## src/rtl/core/top_k_abs_select_macros.svh

```systemverilog
// ---------------------------------------------------------------------------
// Assertion macros shared by the top-k selector modules
// ---------------------------------------------------------------------------
`ifndef TOP_K_ABS_SELECT_MACROS_SVH
`define TOP_K_ABS_SELECT_MACROS_SVH

// Same-cycle implication, quiet while reset is asserted
`define TKAS_ASSERT_IMP(lbl, ante, cons, msg) \
  lbl: assert property (@(posedge clk_i) disable iff (!rst_ni) (ante) |-> (cons)) \
    else $error(msg);

// Next-cycle implication, quiet while reset is asserted
`define TKAS_ASSERT_NXT(lbl, ante, cons, msg) \
  lbl: assert property (@(posedge clk_i) disable iff (!rst_ni) (ante) |=> (cons)) \
    else $error(msg);

`endif

```

## src/rtl/core/tkas_pkg.sv

```systemverilog
// ---------------------------------------------------------------------------
// tkas_pkg
// Types and constants shared by the top-k magnitude selector.
// ---------------------------------------------------------------------------
package tkas_pkg;

  // Depth of the sorted slot list
  localparam int MAX_KEEP = 16;

  // Field widths
  localparam int MAG_W   = 31;
  localparam int VAL_W   = 32;
  localparam int CLS_W   = 8;
  localparam int IDX_W   = 32;
  localparam int KEEP_W  = 5;
  localparam int ADDR_W  = 3;
  localparam int DATA_W  = 32;

  // Derived widths
  localparam int RANK_W  = (MAX_KEEP > 1) ? $clog2(MAX_KEEP) : 1;
  localparam int CNT_W   = $clog2(MAX_KEEP + 1);
  localparam int CMP_W   = (KEEP_W > CNT_W) ? KEEP_W : CNT_W;

  // Register map: word index taken from paddr[2]
  localparam logic REG_KEEP_COUNT = 1'b0;
  localparam logic [KEEP_W-1:0] KEEP_RESET = KEEP_W'(16);

  // One kept element
  typedef struct packed {
    logic        [MAG_W-1:0] mag;
    logic signed [VAL_W-1:0] value;
    logic        [CLS_W-1:0] class_alpha;
    logic        [CLS_W-1:0] class_beta;
    logic        [IDX_W-1:0] index_alpha;
    logic        [IDX_W-1:0] index_beta;
  } slot_t;

  // Controller to datapath
  typedef struct packed {
    logic              emit;   // load rank into the result register
    logic              last;   // this rank ends the report
    logic              clear;  // empty the list after the report
    logic [RANK_W-1:0] rank;
  } cmd_t;

  // Datapath to controller
  typedef struct packed {
    logic [RANK_W-1:0] last_rank;  // report length minus one, incl. current item
  } status_t;

  typedef enum logic {
    ST_IDLE,
    ST_REPORT
  } state_e;

  // Saturated absolute value of a Q2.30 coefficient
  function automatic logic [MAG_W-1:0] sat_mag(logic [VAL_W-1:0] v);
    logic [VAL_W-1:0] neg;
    neg = ~v + 1'b1;
    if (!v[VAL_W-1]) begin
      return v[MAG_W-1:0];
    end else if (neg[VAL_W-1]) begin
      return {MAG_W{1'b1}};
    end else begin
      return neg[MAG_W-1:0];
    end
  endfunction

endpackage

```

## src/rtl/core/tkas_datapath.sv

```systemverilog
// ---------------------------------------------------------------------------
// tkas_datapath
// Sorted slot list with parallel compare and shift-insert, result register
// and the keep_count register.
// ---------------------------------------------------------------------------
`include "top_k_abs_select_macros.svh"

module tkas_datapath (
  input  logic                                 clk_i,
  input  logic                                 rst_ni,
  input  logic                                 accept_i,
  input  logic signed [tkas_pkg::VAL_W-1:0]    coeff_value_i,
  input  logic        [tkas_pkg::CLS_W-1:0]    class_alpha_i,
  input  logic        [tkas_pkg::CLS_W-1:0]    class_beta_i,
  input  logic        [tkas_pkg::IDX_W-1:0]    index_alpha_i,
  input  logic        [tkas_pkg::IDX_W-1:0]    index_beta_i,
  input  logic                                 keep_we_i,
  input  logic        [tkas_pkg::KEEP_W-1:0]   keep_wdata_i,
  output logic        [tkas_pkg::KEEP_W-1:0]   keep_count_o,
  input  tkas_pkg::cmd_t                       cmd_i,
  output tkas_pkg::status_t                    status_o,
  output logic                                 rank_valid_o,
  output logic                                 end_of_report_o,
  output tkas_pkg::slot_t                      rank_o
);
  import tkas_pkg::*;

  slot_t               slot_q [MAX_KEEP];
  slot_t               slot_d [MAX_KEEP];
  logic [MAX_KEEP-1:0] valid_q, valid_d;
  logic [MAX_KEEP-1:0] gt;
  logic [CNT_W-1:0]    cnt_q, cnt_d, cnt_inc;
  logic [KEEP_W-1:0]   keep_q;
  logic [CMP_W-1:0]    k_ext, k_eff, seen, n_rep;
  slot_t               item;
  slot_t               rd_slot;
  slot_t               out_q;
  logic                strobe_q, eor_q;

  // Build the incoming element
  always_comb begin
    item             = '0;
    item.mag         = sat_mag(coeff_value_i);
    item.value       = coeff_value_i;
    item.class_alpha = class_alpha_i;
    item.class_beta  = class_beta_i;
    item.index_alpha = index_alpha_i;
    item.index_beta  = index_beta_i;
  end

  // Compare against every slot; an empty slot counts as zero
  always_comb begin
    for (int i = 0; i < MAX_KEEP; i++) begin
      gt[i] = valid_q[i] ? (item.mag > slot_q[i].mag) : (item.mag != '0);
    end
  end

  // Shift-insert: the first larger-than slot takes the item, later ones shift down
  always_comb begin
    valid_d = valid_q;
    for (int i = 0; i < MAX_KEEP; i++) begin
      slot_d[i] = slot_q[i];
    end
    if (cmd_i.clear) begin
      valid_d = '0;
    end else if (accept_i && gt[MAX_KEEP-1]) begin
      for (int i = 0; i < MAX_KEEP; i++) begin
        if (gt[i]) begin
          if (i == 0) begin
            slot_d[i]  = item;
            valid_d[i] = 1'b1;
          end else if (!gt[(i > 0) ? i - 1 : 0]) begin
            slot_d[i]  = item;
            valid_d[i] = 1'b1;
          end else begin
            slot_d[i]  = slot_q[(i > 0) ? i - 1 : 0];
            valid_d[i] = valid_q[(i > 0) ? i - 1 : 0];
          end
        end
      end
    end
  end

  // Count items up to the list depth
  assign cnt_inc = (cnt_q == CNT_W'(MAX_KEEP)) ? cnt_q : cnt_q + 1'b1;

  always_comb begin
    cnt_d = cnt_q;
    if (cmd_i.clear) begin
      cnt_d = '0;
    end else if (accept_i) begin
      cnt_d = cnt_inc;
    end
  end

  // Report length: min(K clamped to 1..MAX_KEEP, items seen incl. this one)
  always_comb begin
    k_ext = CMP_W'(keep_q);
    if (k_ext == '0) begin
      k_eff = CMP_W'(1);
    end else if (k_ext > CMP_W'(MAX_KEEP)) begin
      k_eff = CMP_W'(MAX_KEEP);
    end else begin
      k_eff = k_ext;
    end
    seen  = CMP_W'(cnt_inc);
    n_rep = (seen < k_eff) ? seen : k_eff;
    status_o.last_rank = RANK_W'(n_rep - 1'b1);
  end

  // Empty ranks read as all zero
  assign rd_slot = valid_q[cmd_i.rank] ? slot_q[cmd_i.rank] : '0;

  // Slot payload
  always_ff @(posedge clk_i) begin
    for (int i = 0; i < MAX_KEEP; i++) begin
      slot_q[i] <= slot_d[i];
    end
  end

  // Result payload
  always_ff @(posedge clk_i) begin
    if (cmd_i.emit) begin
      out_q <= rd_slot;
    end
  end

  // Control state
  always_ff @(posedge clk_i or negedge rst_ni) begin
    if (!rst_ni) begin
      valid_q  <= '0;
      cnt_q    <= '0;
      keep_q   <= KEEP_RESET;
      strobe_q <= 1'b0;
      eor_q    <= 1'b0;
    end else begin
      valid_q  <= valid_d;
      cnt_q    <= cnt_d;
      strobe_q <= cmd_i.emit;
      eor_q    <= cmd_i.emit && cmd_i.last;
      if (keep_we_i) begin
        keep_q <= keep_wdata_i;
      end
    end
  end

  assign keep_count_o    = keep_q;
  assign rank_valid_o    = strobe_q;
  assign end_of_report_o = eor_q;
  assign rank_o          = out_q;

  `TKAS_ASSERT_IMP(a_valid_prefix, 1'b1, ((valid_q + 1'b1) & valid_q) == '0, "slot valid bits not a prefix")
  `TKAS_ASSERT_IMP(a_cnt_bound, 1'b1, cnt_q <= CNT_W'(MAX_KEEP), "item count beyond list depth")
  `TKAS_ASSERT_NXT(a_clear_empties, cmd_i.clear, valid_q == '0 && cnt_q == '0, "list not emptied after report")

endmodule

```

## config.mk

```make
export PLATFORM = sky130hd
export DESIGN_NAME = tkas_datapath
export DESIGN_NICKNAME = d
export VERILOG_FILES = /design/src/rtl/core/tkas_pkg.sv /design/src/rtl/core/tkas_datapath.sv
export VERILOG_INCLUDE_DIRS = /design/src /design/src/rtl/core
export SDC_FILE = /design/constraint.sdc
export NUM_CORES = 2
export LEC_CHECK = 0
export BUFFER_PORTS_ARGS = -buffer_cell sky130_fd_sc_hd__buf_2
export CAP_MARGIN = 10
export CORE_MARGIN = 2
export CORE_UTILIZATION = 64
export DETAILED_ROUTE_END_ITERATION = 7
export MAX_ROUTING_LAYER = met4
export PLACE_DENSITY = 0.82
export SLEW_MARGIN = 40
export SYNTH_ARGS = -nofsm -noshare
export SYNTH_HDL_FRONTEND = slang
export SYNTH_SLANG_ARGS = --single-unit
```

## constraint.sdc

```tcl
create_clock -name clk_i -period 18.1 [get_ports clk_i]
set_input_delay 1.81 -clock clk_i [delete_from_list [all_inputs] [get_ports clk_i]]
set_output_delay 1.81 -clock clk_i [all_outputs]
set_load 0.01 [all_outputs]
```

==> run_results.csv <==
group,metric,value,unit
outcome,status,"finished clean",
final_layout,multi_input_comb_area,54840,µm²
worst_hold_path,min_path_cells,1,
route,dr.first_iter.drc_count,10181,
global_routing,grt_overflow,0,
synth,synth_edf_count,2431,
final_layout,utilization,70.81,%
synth,synth_flop_cell,"edfxtp_1",
clock_tree,cts.repair_timing.setup_buffer_count,0,
clock_tree,clockRootBuffer,"clkbuf_16",
route,drc,0,
placed_design,gp_congestion,0.9895,
synth,synth_area,133000,µm²
placed_design,place_ws,7.722,ns
sta,final-hold-violation-count,0,
synth,syn_area_per_cell,16.08,µm²
clock_tree,cts_num_sinks,2459,
clock_tree,numCtsBuffers,280,
placed_design,port_buffers,281,
floorplan,die_w,459.8,µm
clock_tree,cts.path.max_buffers,4,
final_layout,fin_nets,9057,
route,wl_met3,46.20,mm
setup_path,path_class,"in2reg",
floorplan,row_count,167,
sta,drv_slew,0,
sta,finalWorstSetupSlack,8.749,ns
sta,worst_pin_slew,0.9392,ns
route,dr_wl_met2,183.1,mm
setup_path,cp.required,18.68,ns
clock_tree,cts_hold_buffers,0,
sta,max-slew-margin-rel,36.91,%
setup_path,cp_common_cell,"buf_4",
synth,synth.distinct_cells,94,
synth,async_flop_share,1.139,%
synth,syn_inst,8272,
setup_path,path_buf_inv,8,
floorplan,fp.dieH,459.8,µm
sta,tns,0,ns
global_routing,grt_pass1_vias,82854,
setup_path,path_delay_family,"buffers and inverters",
setup_path,crit_arrival,9.93,ns
global_routing,grt_start_max_net_pins,106,
route,viasPerCell,7.272,
sta,fmax,0.1069,GHz
floorplan,die_area,211400,µm²
synth,synth_common_cells,"edfxtp_1 (2431), mux2_1 (1109), mux2_2 (929)",
setup_path,reg2regPathDepth,14,
clock_tree,cts_tree,"done",
run,drv_cap,0,
floorplan,io_pins,282,
synth,syn_nets,8904,
global_routing,grt_use_total,38.34,%
worst_hold_path,hold_class,"reg2reg",
synth,synth_seq_cells,2459,
route,maxUsedRoutingLayer,"met4",
sta,hold_ws,0.5269,ns
synth,yosysTopAreaCellShare,54.89,%
setup_path,slowest_delay,0.87,ns
clock_tree,cts-resized-gates,0,
sta,clock_skew,0.07079,ns
sta,setup_viol,0,
placed_design,placed_cells,10839,
placed_design,hpwl,236.4,mm
synth,synth_top_area_cell,"edfxtp_1",
setup_path,path_depth,22,
clock_tree,path_clk_slew,0.06,ns
sta,fin_crit_sh,51.66,%
final_layout,instances_no_fill,11351,
final_layout,nFillCells,12835,
setup_path,crit_path_cell_trace,"buf_2, buf_4, nor3_2, nand4_2, o41ai_2, o21ai_0, o21a_1, buf_4, inv_2, ha_1, nand4_1, nor4_1, nand4_1, a21oi_1, a211oi_1, a21oi_2, o21ai_4, buf_4, nor2_4, buf_4, buf_12, buf_16",
route,ant_nets,0,
global_routing,grt_pass1_wl,569.9,mm
synth,yosysWarningCount,0,
route,vias,82550,
synth,yosysSeqAreaShare,55.42,%
power_and_ir_drop,p_leak,52.49,nW
route,dr.pass1.iters,6,
floorplan,coreArea,206900,µm²
route,drt-wirelength-per-cell,34.74,µm
setup_path,endpoint_kind,"flip-flop",
clock_tree,clk_latency,0.98,ns
global_routing,grt_antenna_before_repair,41,
final_layout,drive_above_1_share,30.43,%
synth,yosysMostFrequentCell,"edfxtp_1",
floorplan,initial_core_util,64.29,%
route,drt-total-wl,394.3,mm
sta,rsz0062_at_grt,"no",
final_layout,area_growth,10.15,%
sta,min_period,9.351,ns
setup_path,critPathMaxFanout,60,
setup_path,crit_slowest_cell,"o41ai_2",
final_layout,register_area,73700,µm²
clock_tree,htreeDepth,5,
route,met1_length,148.4,mm
setup_path,start_kind,"primary input",
synth,synthTopCellsByArea,"edfxtp_1 (55%), mux4_2 (12%), mux2_1 (9.4%), mux2_2 (7.9%), ha_1 (4.7%)",
power_and_ir_drop,peakVddDrop,116.1,µV
power_and_ir_drop,powerDensity,93.65,nW/µm²
[path summary, 6_finish.rpt]
| check | start | to | slack, ns |
|---|---|---|---|
| setup reg to reg | slot_q[11][138] | slot_q[11][34] | 12.43 |
| hold reg to reg | slot_q[9][66] | slot_q[10][66] | 0.53 |
| hold / removal | slot_q[9][66] | slot_q[10][66] | 0.53 |
| setup / recovery | coeff_value_i[9] | slot_q[11][34] | 8.75 |
| min in group asynchronous | rst_ni | keep_count_o[3] | 0.78 |
| max in group asynchronous | rst_ni | valid_q[7] | 16.94 |
[stage by stage]
stage | power, mW | area [µm²]
detailed placement | 8.259 | 137600
global route | 14.05 | 146500
finish | 13.72 | 146500
CTS | 13.70 | 146200
global placement | 8.197 | 136700
floorplan | 7.724 | 133000
[placed cells by master (no fill, tap or decap), drive strengths merged, types with 35 or more instances in the layout]
cell type  instances
a21o             114
a21oi            141
buf              485
clkbuf           330
clkinv           109
edfxtp          2431
ha               504
inv              508
mux2            2038
mux2i             60
mux4             719
nand2            108
nand3             56
nand4            104
nor2             121
nor2b            191
nor3              43
o211ai            40
o21a              35
o21ai            189
[where the power goes]
group          switching [mW]  internal, mW  total, mW
logic                   0.885         0.619       1.50
registers               0.138          6.55       6.69
clock network            2.34          3.19       5.53
total                    3.36          10.4       13.7
[final cells by class]
| cell class | count | share of cell area, % |
|---|---|---|
| antenna | 31 | 0.05296 |
| clock buffer | 330 | 5.034 |
| clock inverter | 143 | 0.8584 |
| inverter | 505 | 1.299 |
| multi-input combinational | 4694 | 37.43 |
| sequential | 2459 | 50.31 |
| tap | 2704 | 2.310 |
| timing repair buffer | 485 | 2.697 |
[cell families after synthesis]
logic type | count (synthesis) | synth area share (%)
flip-flops | 2459 | 55.42
adder cells (fa/ha/maj) | 504 | 4.742
multiplexers | 2817 | 29.89
AND/OR/NAND/NOR | 714 | 2.959
XOR/XNOR | 12 | 0.07903
AO/OA/AOI/OAI | 647 | 3.241
buffers and inverters | 1119 | 3.669
[registers in the layout, summed over array words and instances (netlist names)]
name,cells
rank_valid_o,1
slot_q,2288
cnt_q,5
rank_o,143
keep_count_o,5
end_of_report_o,1
valid_q,16
[routing by layer]
metal / global-route usage, % / vias to the layer above
met5: - / -
met2: 56.89 / 5670
met3: 9.561 / 883
met4: 15.95 / 0
li1: - / 33132
met1: 51.00 / 42865
Power figures use the tool's default switching activity.
