<file path="src/rtl/core/top_k_abs_select_macros.svh">
// ---------------------------------------------------------------------------
// Assertion macros shared by the top-k selector modules
// ---------------------------------------------------------------------------
`ifndef TOP_K_ABS_SELECT_MACROS_SVH
`define TOP_K_ABS_SELECT_MACROS_SVH

// Same-cycle implication, quiet while reset is asserted
`define TKAS_ASSERT_IMP(lbl, ante, cons, msg) \
  lbl: assert property (@(posedge clk_i) disable iff (!rst_ni) (ante) |-> (cons)) \
    else $error(msg);

// Next-cycle implication, quiet while reset is asserted
`define TKAS_ASSERT_NXT(lbl, ante, cons, msg) \
  lbl: assert property (@(posedge clk_i) disable iff (!rst_ni) (ante) |=> (cons)) \
    else $error(msg);

`endif

</file>
<file path="src/rtl/core/tkas_pkg.sv">
// ---------------------------------------------------------------------------
// tkas_pkg
// Types and constants shared by the top-k magnitude selector.
// ---------------------------------------------------------------------------
package tkas_pkg;

  // Depth of the sorted slot list
  localparam int MAX_KEEP = 16;

  // Field widths
  localparam int MAG_W   = 31;
  localparam int VAL_W   = 32;
  localparam int CLS_W   = 8;
  localparam int IDX_W   = 32;
  localparam int KEEP_W  = 5;
  localparam int ADDR_W  = 3;
  localparam int DATA_W  = 32;

  // Derived widths
  localparam int RANK_W  = (MAX_KEEP > 1) ? $clog2(MAX_KEEP) : 1;
  localparam int CNT_W   = $clog2(MAX_KEEP + 1);
  localparam int CMP_W   = (KEEP_W > CNT_W) ? KEEP_W : CNT_W;

  // Register map: word index taken from paddr[2]
  localparam logic REG_KEEP_COUNT = 1'b0;
  localparam logic [KEEP_W-1:0] KEEP_RESET = KEEP_W'(16);

  // One kept element
  typedef struct packed {
    logic        [MAG_W-1:0] mag;
    logic signed [VAL_W-1:0] value;
    logic        [CLS_W-1:0] class_alpha;
    logic        [CLS_W-1:0] class_beta;
    logic        [IDX_W-1:0] index_alpha;
    logic        [IDX_W-1:0] index_beta;
  } slot_t;

  // Controller to datapath
  typedef struct packed {
    logic              emit;   // load rank into the result register
    logic              last;   // this rank ends the report
    logic              clear;  // empty the list after the report
    logic [RANK_W-1:0] rank;
  } cmd_t;

  // Datapath to controller
  typedef struct packed {
    logic [RANK_W-1:0] last_rank;  // report length minus one, incl. current item
  } status_t;

  typedef enum logic {
    ST_IDLE,
    ST_REPORT
  } state_e;

  // Saturated absolute value of a Q2.30 coefficient
  function automatic logic [MAG_W-1:0] sat_mag(logic [VAL_W-1:0] v);
    logic [VAL_W-1:0] neg;
    neg = ~v + 1'b1;
    if (!v[VAL_W-1]) begin
      return v[MAG_W-1:0];
    end else if (neg[VAL_W-1]) begin
      return {MAG_W{1'b1}};
    end else begin
      return neg[MAG_W-1:0];
    end
  endfunction

endpackage

</file>
<file path="src/rtl/core/tkas_ctrl.sv">
// ---------------------------------------------------------------------------
// tkas_ctrl
// Report sequencer: walks the ranks after the final item, then clears.
// ---------------------------------------------------------------------------
`include "top_k_abs_select_macros.svh"

module tkas_ctrl (
  input  logic              clk_i,
  input  logic              rst_ni,
  input  logic              accept_i,
  input  logic              final_i,
  input  tkas_pkg::status_t status_i,
  output tkas_pkg::cmd_t    cmd_o,
  output logic              busy_o
);
  import tkas_pkg::*;

  state_e            state_q, state_d;
  logic [RANK_W-1:0] rank_q, rank_d;
  logic [RANK_W-1:0] last_q, last_d;
  logic              at_last;

  assign at_last = (rank_q == last_q);

  // Next state
  always_comb begin
    state_d = state_q;
    unique case (state_q)
      ST_IDLE: begin
        if (accept_i && final_i) state_d = ST_REPORT;
      end
      ST_REPORT: begin
        if (at_last) state_d = ST_IDLE;
      end
      default: state_d = ST_IDLE;
    endcase
  end

  // Outputs
  always_comb begin
    cmd_o  = '0;
    busy_o = 1'b0;
    unique case (state_q)
      ST_IDLE: begin
        busy_o = 1'b0;
      end
      ST_REPORT: begin
        busy_o      = 1'b1;
        cmd_o.emit  = 1'b1;
        cmd_o.last  = at_last;
        cmd_o.clear = at_last;
        cmd_o.rank  = rank_q;
      end
      default: busy_o = 1'b0;
    endcase
  end

  // Rank counter and report length
  always_comb begin
    rank_d = rank_q;
    last_d = last_q;
    if (state_q == ST_IDLE) begin
      if (accept_i && final_i) begin
        rank_d = '0;
        last_d = status_i.last_rank;
      end
    end else if (!at_last) begin
      rank_d = rank_q + 1'b1;
    end
  end

  always_ff @(posedge clk_i or negedge rst_ni) begin
    if (!rst_ni) begin
      state_q <= ST_IDLE;
      rank_q  <= '0;
      last_q  <= '0;
    end else begin
      state_q <= state_d;
      rank_q  <= rank_d;
      last_q  <= last_d;
    end
  end

  `TKAS_ASSERT_NXT(a_final_starts_report, !busy_o && accept_i && final_i, state_q == ST_REPORT, "final item did not start a report")
  `TKAS_ASSERT_NXT(a_last_ends_report, cmd_o.emit && cmd_o.last, state_q == ST_IDLE, "report ran past its last rank")
  `TKAS_ASSERT_IMP(a_rank_in_range, state_q == ST_REPORT, rank_q <= last_q, "rank beyond report length")

endmodule

</file>
<file path="config.mk">
export PLATFORM = sky130hd
export DESIGN_NAME = tkas_ctrl
export DESIGN_NICKNAME = d
export VERILOG_FILES = /design/src/rtl/core/tkas_pkg.sv /design/src/rtl/core/tkas_ctrl.sv
export VERILOG_INCLUDE_DIRS = /design/src /design/src/rtl/core
export SDC_FILE = /design/constraint.sdc
export NUM_CORES = 1
export LEC_CHECK = 0
export ABC_CLOCK_PERIOD_IN_PS = 1300
export BUFFER_PORTS_ARGS = -buffer_cell sky130_fd_sc_hd__buf_4
export CAP_MARGIN = 10
export CORE_AREA = 2 2 39 41
export CTS_CLUSTER_DIAMETER = 40
export DETAILED_ROUTE_END_ITERATION = 6
export DIE_AREA = 0 0 41 43
export PLACE_DENSITY = 0.64
export SLEW_MARGIN = 5
export SYNTH_ARGS = -nofsm -noshare
export SYNTH_HDL_FRONTEND = slang
export SYNTH_SLANG_ARGS = --single-unit
</file>
<file path="constraint.sdc">
create_clock -name clk_i -period 1.3 [get_ports clk_i]
set_input_delay 0.13 -clock clk_i [delete_from_list [all_inputs] [get_ports clk_i]]
set_output_delay 0.13 -clock clk_i [all_outputs]
set_load 0.005 [all_outputs]
</file>
==> results of run 1 <==
## cell usage after synthesis
cell | instances | area share, %
sky130_fd_sc_hd__mux2_2 | 4 | 9.2
sky130_fd_sc_hd__xor2_1 | 5 | 8.9
sky130_fd_sc_hd__dfrtp_1 | 9 | 46
sky130_fd_sc_hd__o41ai_4 | 1 | 5.6
sky130_fd_sc_hd__buf_4 | 2 | 3.1
sky130_fd_sc_hd__inv_1 | 1 | 0.76
sky130_fd_sc_hd__and2_2 | 1 | 1.5
sky130_fd_sc_hd__ha_1 | 1 | 2.5
sky130_fd_sc_hd__and2_1 | 4 | 5.1
sky130_fd_sc_hd__xnor2_1 | 1 | 1.8
sky130_fd_sc_hd__nand3_1 | 1 | 1.0
sky130_fd_sc_hd__nor4_1 | 1 | 1.3
sky130_fd_sc_hd__nand3b_1 | 1 | 1.5
sky130_fd_sc_hd__nand2_1 | 5 | 3.8
sky130_fd_sc_hd__mux2i_1 | 4 | 8.1
## routing by layer
layer  share of wire [%]  vias to the layer above  GRT usage, %  wire [um]
li1                    -                      190             -          -
met1                  41                      178         16.67        386
met2                  49                       17         19.38        467
met3                 6.2                        4         1.571         59
met4                 3.6                        0         12.00         34
met5                   0                        -             0          0
## registers in the layout, summed over array words and instances (netlist names)
name     cells
rank_q       4
last_q       4
state_q      1
## worst min path at each step
stage | to | slack, ns | from | cells after the start
4_1_cts | last_q[3] | 0.1 | status_i[3] | 2
3_3_place_gp | rank_q[2] | -0.04 | rst_ni | 1
5_1_grt | last_q[0] | 0.10 | status_i[0] | 2
2_1_floorplan | last_q[0] | -0.17 | rst_ni | 0
6_report | last_q[0] | 0.10 | status_i[0] | 2
3_5_place_dp | state_q | -0.04 | rst_ni | 1
## worst max-delay path, cell delays in order, from the launching register on
cell and delay [ns]:
sky130_fd_sc_hd__dfrtp_1 0.41, sky130_fd_sc_hd__xor2_2 0.20, sky130_fd_sc_hd__nor4_1 0.25, sky130_fd_sc_hd__and2_1 0.17
sky130_fd_sc_hd__buf_4 0.11
## repair_timing
item                       in CTS  in global routing
pin swaps                       2                  3
hold endpoints to repair        9                  0
resized for setup               0                  2
setup endpoints to repair       7                 11
hold buffers                    1                  0
buffers inserted                0                  3
## area by class of cell
type | count | share of cell area, %
Sequential cell | 9 | 31.09
Clock buffer | 4 | 3.627
Inverter | 1 | 0.5181
Multi-Input combinational cell | 29 | 35.75
Timing Repair Buffer | 25 | 26.25
Tap cell | 16 | 2.763
## stage by stage
| step | std cells | worst slack, ns | hold slack (ns) | power [mW] |
|---|---|---|---|---|
| after floorplan | 41 | -0.08219 | -0.1656 | 1.197 |
| after global placement | 76 | -0.1031 | -0.04199 | 1.591 |
| after detailed placement | 76 | -0.1179 | -0.03833 | 1.609 |
| after CTS | 81 | -0.2187 | 0.09767 | 1.835 |
| after global routing | 84 | -0.2769 | 0.1027 | 2.099 |
| final | 84 | -0.2423 | 0.1000 | 1.921 |
## power breakdown
group          leakage [nW]  internal, mW  switching, mW
clock network        0.0150         0.118         0.0976
logic                 0.242         0.672          0.507
registers             0.107         0.428         0.0987
total                 0.365          1.22          0.703
## layout by cell type (no fill, tap or decap)
cell,count
sky130_fd_sc_hd__buf_4,24
sky130_fd_sc_hd__dfrtp_1,9
sky130_fd_sc_hd__nand2_1,5
sky130_fd_sc_hd__xor2_1,4
sky130_fd_sc_hd__and2_1,4
sky130_fd_sc_hd__mux2_2,4
sky130_fd_sc_hd__mux2i_1,3
sky130_fd_sc_hd__clkbuf_4,3
sky130_fd_sc_hd__xor2_2,1
sky130_fd_sc_hd__nor4_1,1
sky130_fd_sc_hd__nand3b_1,1
sky130_fd_sc_hd__o41ai_4,1
sky130_fd_sc_hd__and2_2,1
sky130_fd_sc_hd__nand3_1,1
sky130_fd_sc_hd__xnor2_1,1
sky130_fd_sc_hd__inv_1,1
sky130_fd_sc_hd__mux2i_2,1
sky130_fd_sc_hd__ha_1,1
sky130_fd_sc_hd__clkbuf_1,1
sky130_fd_sc_hd__dlygate4sd3_1,1
## cell families (layout without fill, tap and decap cells)
logic type                 count (synthesis)  after routing  synth area share, %
adders and majority gates                  1              1                2.544
xor gates and xnor gates                   6              6                10.69
DFF                                        9              9                45.80
AOI/OAI and AO/OA                          1              1                5.599
buffers and inverters                      3             30                3.815
muxes                                      8              8                17.30
and+or+nand+nor                           13             13                14.25
==> results_dict.tcl, run 1 <==
set metrics [dict create \
    die_x_um 41 \
    final_design_area_no_fill_um2 724.4 \
    area_delta_synth_final_pct 47.33 \
    clk_root_buffer_cell "sky130_fd_sc_hd__clkbuf_4" \
    kind_of_start_point_of_the_critical_path "flip-flop" \
    synth.avg_cell_area_um2 11.99 \
    routed-via-count 389 \
    postSynthRegisterBits 9 \
    place.gp.congestion 0.7673 \
    die_area_um2 1763 \
    layout.area.seq_um2 225.2 \
    critical_path.max_fanout 2 \
    timing.critical_path.required_ns 1.17 \
    leakagePower_nw 0.3646 \
    finalCriticalPeriod_ns 1.542 \
    final_antenna_net_count 0 \
    cts.sinks 9 \
    min_path_type "input pin to flip-flop" \
    post_dp_cell_area_um2 654.4 \
    hold_viol 0 \
    layout.filler_cells 124 \
    setup.worst_path.start "last_q[0]" \
    r2r_setup_slack_ns -0.11 \
    number_of_antenna_violations_at_the_first_check_in_global_routing 0 \
    failed_checks "negative setup slack" \
    core-area_um2 1384 \
    power.ir.vdd_worst_mv 1.028 \
    cts_tree "done" \
    antennaDiodeCount 0 \
    floorplan.rows 14 \
    final_core_utilization_pct 52.35 \
    multi_input_comb_area_um2 259.0 \
    grt_first_pass_wirelength_um 1504 \
    worstRegToRegCells 4 \
    timing.critical_path.arrival_ns 1.41 \
    grt_pass1_vias 370 \
    final_net_count 78 \
    power-per-cell-area_nw_per_um2 2652 \
    routed_wirelength_um 947 \
    netlist_instances 41 \
    max_slew.worst_pin.slew_ns 0.2903 \
    skew_ns 0.004601 \
    critical_path.endpoint_type "output port" \
    io_buffers 15 \
    seq_total_area_yosys_pct 45.80 \
    final-max-slew-violation-count 0 \
    grtUsageTotal_pct 13.50 \
    post-route-worst-setup-slack_ns -0.2423 \
    crit_path_end "cmd_o[4]" \
    worstSetupPathType "flip-flop to output port" \
    reg2reg_to "rank_q[1]" \
    run_status "finished, violations left" \
    fin_crit_sh_pct 118.6 \
    yosys_warnings 0 \
    rsz0062_at_grt "yes" \
    max_freq_mhz 648.4 \
    cts-buffers-inserted 3 \
    insertion_delay_ns 0.26 \
    cts.path.max_buffers 2 \
    slew_headroom_pct 80.58 \
    drt-pass1-iter-count 4 \
    grt_max_degree 10 \
    number_of_vias_per_cell 4.631 \
    setup_violations 7 \
    initial_utilization_pct 35.53 \
    top_level_port_count 16 \
    timing.rr.start "last_q[1]" \
    post-route-drc-count 0 \
    worst_setup_hold_path_clk_slew_ns 0.06 \
    syn-num-nets 50 \
    setup-tns-final_ns -0.8869 \
    drv.max_cap_violation_count 0 \
    synth_area_um2 491.7 \
    synth.distinct_cells 15 \
    die_h_um 43 \
    layout_cell_share_with_drive_strength_beyond_1_pct 51.47 \
    grt-ovfl-total 0 \
    h-tree-depth 1 \
    first_iter_violations 1 \
    wl_per_cell_um 11.27 \
]
(Power assumes the default switching activity.)
==> inputs of run 2 (changes only) <==
--- a/config.mk
+++ b/config.mk
@@ -6,14 +6,15 @@
 export SDC_FILE = /design/constraint.sdc
 export NUM_CORES = 1
 export LEC_CHECK = 0
-export ABC_CLOCK_PERIOD_IN_PS = 1300
+export ABC_CLOCK_PERIOD_IN_PS = 1700
 export BUFFER_PORTS_ARGS = -buffer_cell sky130_fd_sc_hd__buf_4
 export CAP_MARGIN = 10
 export CORE_AREA = 2 2 39 41
 export CTS_CLUSTER_DIAMETER = 40
 export DETAILED_ROUTE_END_ITERATION = 6
 export DIE_AREA = 0 0 41 43
-export PLACE_DENSITY = 0.64
+export PLACE_DENSITY = 0.61
+export RECOVER_POWER = 100
 export SLEW_MARGIN = 5
 export SYNTH_ARGS = -nofsm -noshare
 export SYNTH_HDL_FRONTEND = slang
==> constraint.sdc (replaced) <==
create_clock -name clk_i -period 1.7 [get_ports clk_i]
set_input_delay 0.17 -clock clk_i [delete_from_list [all_inputs] [get_ports clk_i]]
set_output_delay 0.17 -clock clk_i [all_outputs]
set_load 0.005 [all_outputs]
==> run 2 against run 1 <==
  * The run now ends clean
  * Clock skew fell by 0.0036 ns
  * Global-route usage is 1.1 points lower
  * Utilization decreased by 3.9 points
  * Combinational power decreased by 38%
  * Sequential power down 19%
  * Critical endpoint unchanged
==> results_dict.tcl, run 2 (synthesized netlist as in run 1, its figures left out) <==
set metrics [dict create \
    initial_utilization_pct 35.53 \
    final-max-slew-violation-count 0 \
    wl_per_cell_um 11.35 \
    fin_crit_sh_pct 94.35 \
    timing.hold.worst.start "status_i[0]" \
    clock_power_share_pct 12.0 \
    grt_first_pass_wirelength_um 1400 \
    grt-ovfl-total 0 \
    critical_path.max_fanout 5 \
    totalPowerFinal_mw 1.324 \
    dp_hpwl_um 677 \
    top_level_port_count 16 \
    reg.largest.list "last_q: 4 flops, rank_q: 4 flops, state_q: 1 flops" \
    power.ir.vdd_worst_mv 0.6238 \
    cts.path.max_buffers 2 \
    max_slew.worst_pin.slew_ns 0.4974 \
    finalCriticalPeriod_ns 1.604 \
    final_design_area_no_fill_um2 670.6 \
    worst-path-buf-inv 1 \
    worstSetupPathType "flip-flop to output port" \
    io_buffers 15 \
    slowest_stage "sky130_fd_sc_hd__dfrtp_2" \
    grt_pass1_vias 327 \
    die_x_um 41 \
    slew_headroom_pct 66.73 \
    share_comb_of_total_power_pct 55.6 \
    core-area_um2 1384 \
    worstRegToRegCells 3 \
    area_delta_synth_final_pct 36.39 \
    layout.filler_cells 134 \
    post-route-drc-count 0 \
    timing.rr.start "rank_q[1]" \
    final_cell_mix "15 x sky130_fd_sc_hd__buf_4, 7 x sky130_fd_sc_hd__dfrtp_1, 5 x sky130_fd_sc_hd__xor2_1, 5 x sky130_fd_sc_hd__nand2_1, 5 x sky130_fd_sc_hd__clkbuf_4" \
    cts.sinks 9 \
    drt-pass1-iter-count 2 \
    place.gp.congestion 0.7131 \
    min_path_type "input pin to flip-flop" \
    fin_hold_ws_ns 0.1438 \
    worst_setup_hold_path_clk_slew_ns 0.06 \
    kind_of_start_point_of_the_critical_path "flip-flop" \
    floorplan.rows 14 \
    setup_violations 0 \
    cts_tree "done" \
    layout.cells.most_common "sky130_fd_sc_hd__buf_4" \
    leakagePower_nw 0.3288 \
    timing.critical_path.required_ns 1.53 \
    switching_power_mw 0.5000 \
    first_iter_violations 1 \
    worst_path_largest_cell_delay_ns 0.43 \
    cts-buffers-inserted 3 \
    run_status "finished clean" \
    grt_max_degree 10 \
    setup.worst_path.start "rank_q[0]" \
    insertion_delay_ns 0.25 \
    die_h_um 43 \
    number_of_vias_per_cell 4.696 \
    switching_share_pct 37.76 \
    grtUsageTotal_pct 12.44 \
    critical_path.endpoint_type "output port" \
    h-tree-depth 1 \
    skew_ns 0.001037 \
    hold_viol 0 \
    crit_path_depth 4 \
    max_freq_mhz 623.5 \
    final_antenna_net_count 0 \
    layout_cell_share_with_drive_strength_beyond_1_pct 44.44 \
    timing.critical_path.arrival_ns 1.43 \
    routed_wirelength_um 897 \
    number_of_antenna_violations_at_the_first_check_in_global_routing 0 \
    routed-via-count 371 \
    clk_root_buffer_cell "sky130_fd_sc_hd__clkbuf_4" \
    setup-tns-final_ns 0 \
    worst_path_dominant_cell_family "simple AND/OR/NAND/NOR gates" \
    final_net_count 73 \
    timing.critical_path.cells "xor2_1 > nor4_1 > and2_1 > buf_4" \
    power.sequential.fraction_pct 32.3 \
    antennaDiodeCount 0 \
    post_dp_cell_area_um2 616.8 \
    power_report.internal_total_mw 0.8241 \
    whs_path_depth 2 \
    power-per-cell-area_nw_per_um2 1974 \
    die_area_um2 1763 \
    drv.max_cap_violation_count 0 \
]
run 2: changes by cell type in the layout (fill, tap and decap cells not counted), sizes merged:
cell	before	now
buf	24	15
clkbuf	4	8
run 2: final cells by class:
type / instances / area (um2) / share of cell area, %
clock buffer: 4 / 26.28 / 3.918
inverter: 1 / 3.754 / 0.5597
multi-input combinational: 29 / 247.7 / 36.94
sequential: 9 / 227.7 / 33.96
tap: 16 / 20.02 / 2.985
timing repair buffer: 20 / 145.1 / 21.64
run 2: worst reg2reg max path, delay by kind of cell, from the launching register on:
kind / cells / cell delay [ns]
xor+xnor: 1 / 0.19
mux: 1 / 0.24
compound gates: 1 / 0.57
flops: 1 / 0.42
run 2: metal layers:
metal	track usage, %	vias to the layer above	wire length, um
met5	0	-	0
met4	10.00	0	13
met3	3.141	2	63
met2	18.75	14	437
met1	13.85	172	382
li1	-	183	-
run 2: final timing paths:
path	endpoint	slack, ns
worst max-delay path	cmd_o[4]	0.1
worst min-delay path	last_q[0]	0.14
worst max register to register	rank_q[0]	0.20
worst min register to register	last_q[2]	0.53
max in group asynchronous	rank_q[2]	0.97
min in group asynchronous	last_q[0]	0.38
run 2: what timing repair did:
item / 4_1_cts / 5_1_grt
setup endpoints to repair: 0 / 2
resized for setup: 0 / 2
buffers inserted: 0 / 3
hold buffers: 1 / 0
endpoints found under the hold margin: 9 / 0
run 2: power by group through the flow:
stage | sequential [mW] | clock [mW] | combinational, mW
finish | 0.428 | 0.159 | 0.737
detailed placement | 0.441 | 0 | 0.697
global placement | 0.439 | 0 | 0.688
CTS | 0.436 | 0.166 | 0.707
floorplan | 0.431 | 0 | 0.484
global route | 0.442 | 0.182 | 0.817
run 2: metrics by stage:
| stage | std cells | setup slack, ns | util, % |
|---|---|---|---|
| after floorplan | 41 | 0.3100 | - |
| after global placement | 71 | 0.2107 | 44.57 |
| after detailed placement | 71 | 0.1835 | 44.57 |
| after CTS | 76 | 0.03860 | 47.20 |
| after global routing | 79 | -0.0006685 | 48.46 |
| final | 79 | 0.09604 | 48.46 |
==> inputs of run 3 (changes only) <==
--- a/config.mk
+++ b/config.mk
@@ -15,6 +15,7 @@
 export DIE_AREA = 0 0 41 43
 export PLACE_DENSITY = 0.61
 export RECOVER_POWER = 100
+export REMOVE_ABC_BUFFERS = 1
 export SLEW_MARGIN = 5
 export SYNTH_ARGS = -nofsm -noshare
 export SYNTH_HDL_FRONTEND = slang
==> run 3 against run 2 <==
  * Clock power increased by 4%
  * Clock skew hardly changed
  * Final cell count decreased by 1.3%
  * Sequential power increased by 1%
  * Worst setup slack improved by 0.0018 ns
  * Global-route usage increased by 0.31 points
  * Critical path depth is the same
==> results_dict.tcl, run 3 (synthesized netlist as in run 1, its figures left out) <==
set metrics [dict create \
    run_status "finished clean" \
    post-route-drc-count 0 \
    number_of_antenna_violations_at_the_first_check_in_global_routing 0 \
    cts-buffers-inserted 3 \
    grt_first_pass_wirelength_um 1449 \
    power_report.internal_total_mw 0.8096 \
    top_level_port_count 16 \
    grtUsageTotal_pct 12.74 \
    leakagePower_nw 0.3250 \
    kind_of_start_point_of_the_critical_path "flip-flop" \
    reg.largest.list "last_q: 4 flops, rank_q: 4 flops, state_q: 1 flops" \
    dp_hpwl_um 652.8 \
    skew_ns 0.0005670 \
    layoutNonFillerInstCount 78 \
    final_core_utilization_pct 48.10 \
    drt-pass1-iter-count 1 \
    timing.critical_path.required_ns 1.53 \
    place.gp.congestion 0.7508 \
    reg2reg_to "rank_q[0]" \
    final_net_count 72 \
    power.sequential.fraction_pct 32.8 \
    critical_path.endpoint_type "output port" \
    power.ir.vdd_worst_mv 0.8329 \
    hold-path-endpoint "last_q[2]" \
    grt_max_degree 10 \
    h-tree-depth 1 \
    worstRegToRegCells 3 \
    routed_wirelength_um 937 \
    drv.max_cap_violation_count 0 \
    timing.critical_path.arrival_ns 1.43 \
    first_iter_violations 0 \
    cts_tree "done" \
    min_path_type "input pin to flip-flop" \
    fin_hold_ws_ns 0.1386 \
    post-route-worst-setup-slack_ns 0.09788 \
    die_h_um 43 \
    slew_headroom_pct 66.93 \
    grt-ovfl-total 0 \
    layout.cells.most_common "sky130_fd_sc_hd__buf_4" \
    power-per-cell-area_nw_per_um2 1987 \
    worstSetupPathType "flip-flop to output port" \
    place_worst_setup_slack_ns 0.1710 \
    setup-tns-final_ns 0 \
    finalCriticalPeriod_ns 1.602 \
    floorplan.rows 14 \
    critical_path.max_fanout 4 \
    fin_crit_sh_pct 94.24 \
    max_slew.worst_pin.slew_ns 0.4960 \
    timing.rr.start "rank_q[0]" \
    layout_cell_share_with_drive_strength_beyond_1_pct 41.94 \
    area_delta_synth_final_pct 35.37 \
    clk_root_buffer_cell "sky130_fd_sc_hd__clkbuf_4" \
    die_x_um 41 \
    final-max-slew-violation-count 0 \
    r2r_setup_slack_ns 0.16 \
    whs_path_depth 2 \
    grt_pass1_vias 338 \
    io_buffers 15 \
    dp.cells 71 \
    wl_per_cell_um 12.01 \
    switching_power_mw 0.5131 \
    final_antenna_net_count 0 \
    insertion_delay_ns 0.26 \
    hold_viol 0 \
    totalPowerFinal_mw 1.323 \
    final_design_area_no_fill_um2 665.6 \
    clock_power_share_pct 12.5 \
    die_area_um2 1763 \
    timing.hold.worst.start "status_i[2]" \
    initial_utilization_pct 35.53 \
    cts.sinks 9 \
    final_cell_mix "14 x sky130_fd_sc_hd__buf_4, 8 x sky130_fd_sc_hd__dfrtp_1, 5 x sky130_fd_sc_hd__nand2_1" \
    cts.path.max_buffers 2 \
    share_comb_of_total_power_pct 54.7 \
    number_of_vias_per_cell 4.654 \
    core-area_um2 1384 \
    antennaDiodeCount 0 \
    routed-via-count 363 \
    max_freq_mhz 624.2 \
    setup_violations 0 \
    worst_setup_hold_path_clk_slew_ns 0.06 \
    switching_share_pct 38.79 \
    layout.filler_cells 140 \
    post_dp_cell_area_um2 616.8 \
]
[run 3: repair_timing]
| action | in CTS | in global routing |
|---|---|---|
| resized for setup | 0 | 2 |
| setup buffers | 0 | 2 |
| endpoints found under the setup margin | 0 | 2 |
| hold endpoints to repair | 9 | 0 |
| hold buffers | 1 | 0 |
[run 3: worst max path at each step]
stage / from / endpoint / cells after the start
final: rank_q[2] / cmd_o[4] / 4
after global placement: rank_q[0] / rank_q[3] / 3
after global routing: rank_q[2] / cmd_o[4] / 4
after detailed placement: rank_q[0] / rank_q[3] / 3
after CTS: rank_q[0] / cmd_o[4] / 4
after floorplan: rank_q[0] / rank_q[0] / 3
[run 3: cell type report]
| class | count | area, um2 | area share, % |
|---|---|---|---|
| Timing Repair Buffer | 19 | 133.9 | 20.11 |
| Clock buffer | 4 | 26.28 | 3.947 |
| Tap cell | 16 | 20.02 | 3.008 |
| Sequential cell | 9 | 226.5 | 34.02 |
| Inverter | 1 | 3.754 | 0.5639 |
| Multi-Input combinational cell | 29 | 255.2 | 38.35 |
[run 3: critical path, cell delays in order, from the launching register on]
cell and delay [ns]:
sky130_fd_sc_hd__dfrtp_2 0.44, sky130_fd_sc_hd__xor2_2 0.18, sky130_fd_sc_hd__nor4_1 0.26, sky130_fd_sc_hd__and2_1 0.18
sky130_fd_sc_hd__buf_4 0.11
[run 3: metal layers]
metal	wire (um)	GRT usage [%]	up-vias
met2	469	18.75	13
met4	0	10.00	0
met1	406	15.88	171
met3	61	1.571	0
met5	0	0	-
li1	-	-	179
[run 3: power by group through the flow]
stage / Clock [mW] / Combinational [mW] / Sequential, mW
finish: 0.165 / 0.723 / 0.434
global route: 0.182 / 0.820 / 0.457
CTS: 0.175 / 0.702 / 0.433
detailed placement: 0 / 0.699 / 0.437
global placement: 0 / 0.695 / 0.436
floorplan: 0 / 0.455 / 0.434
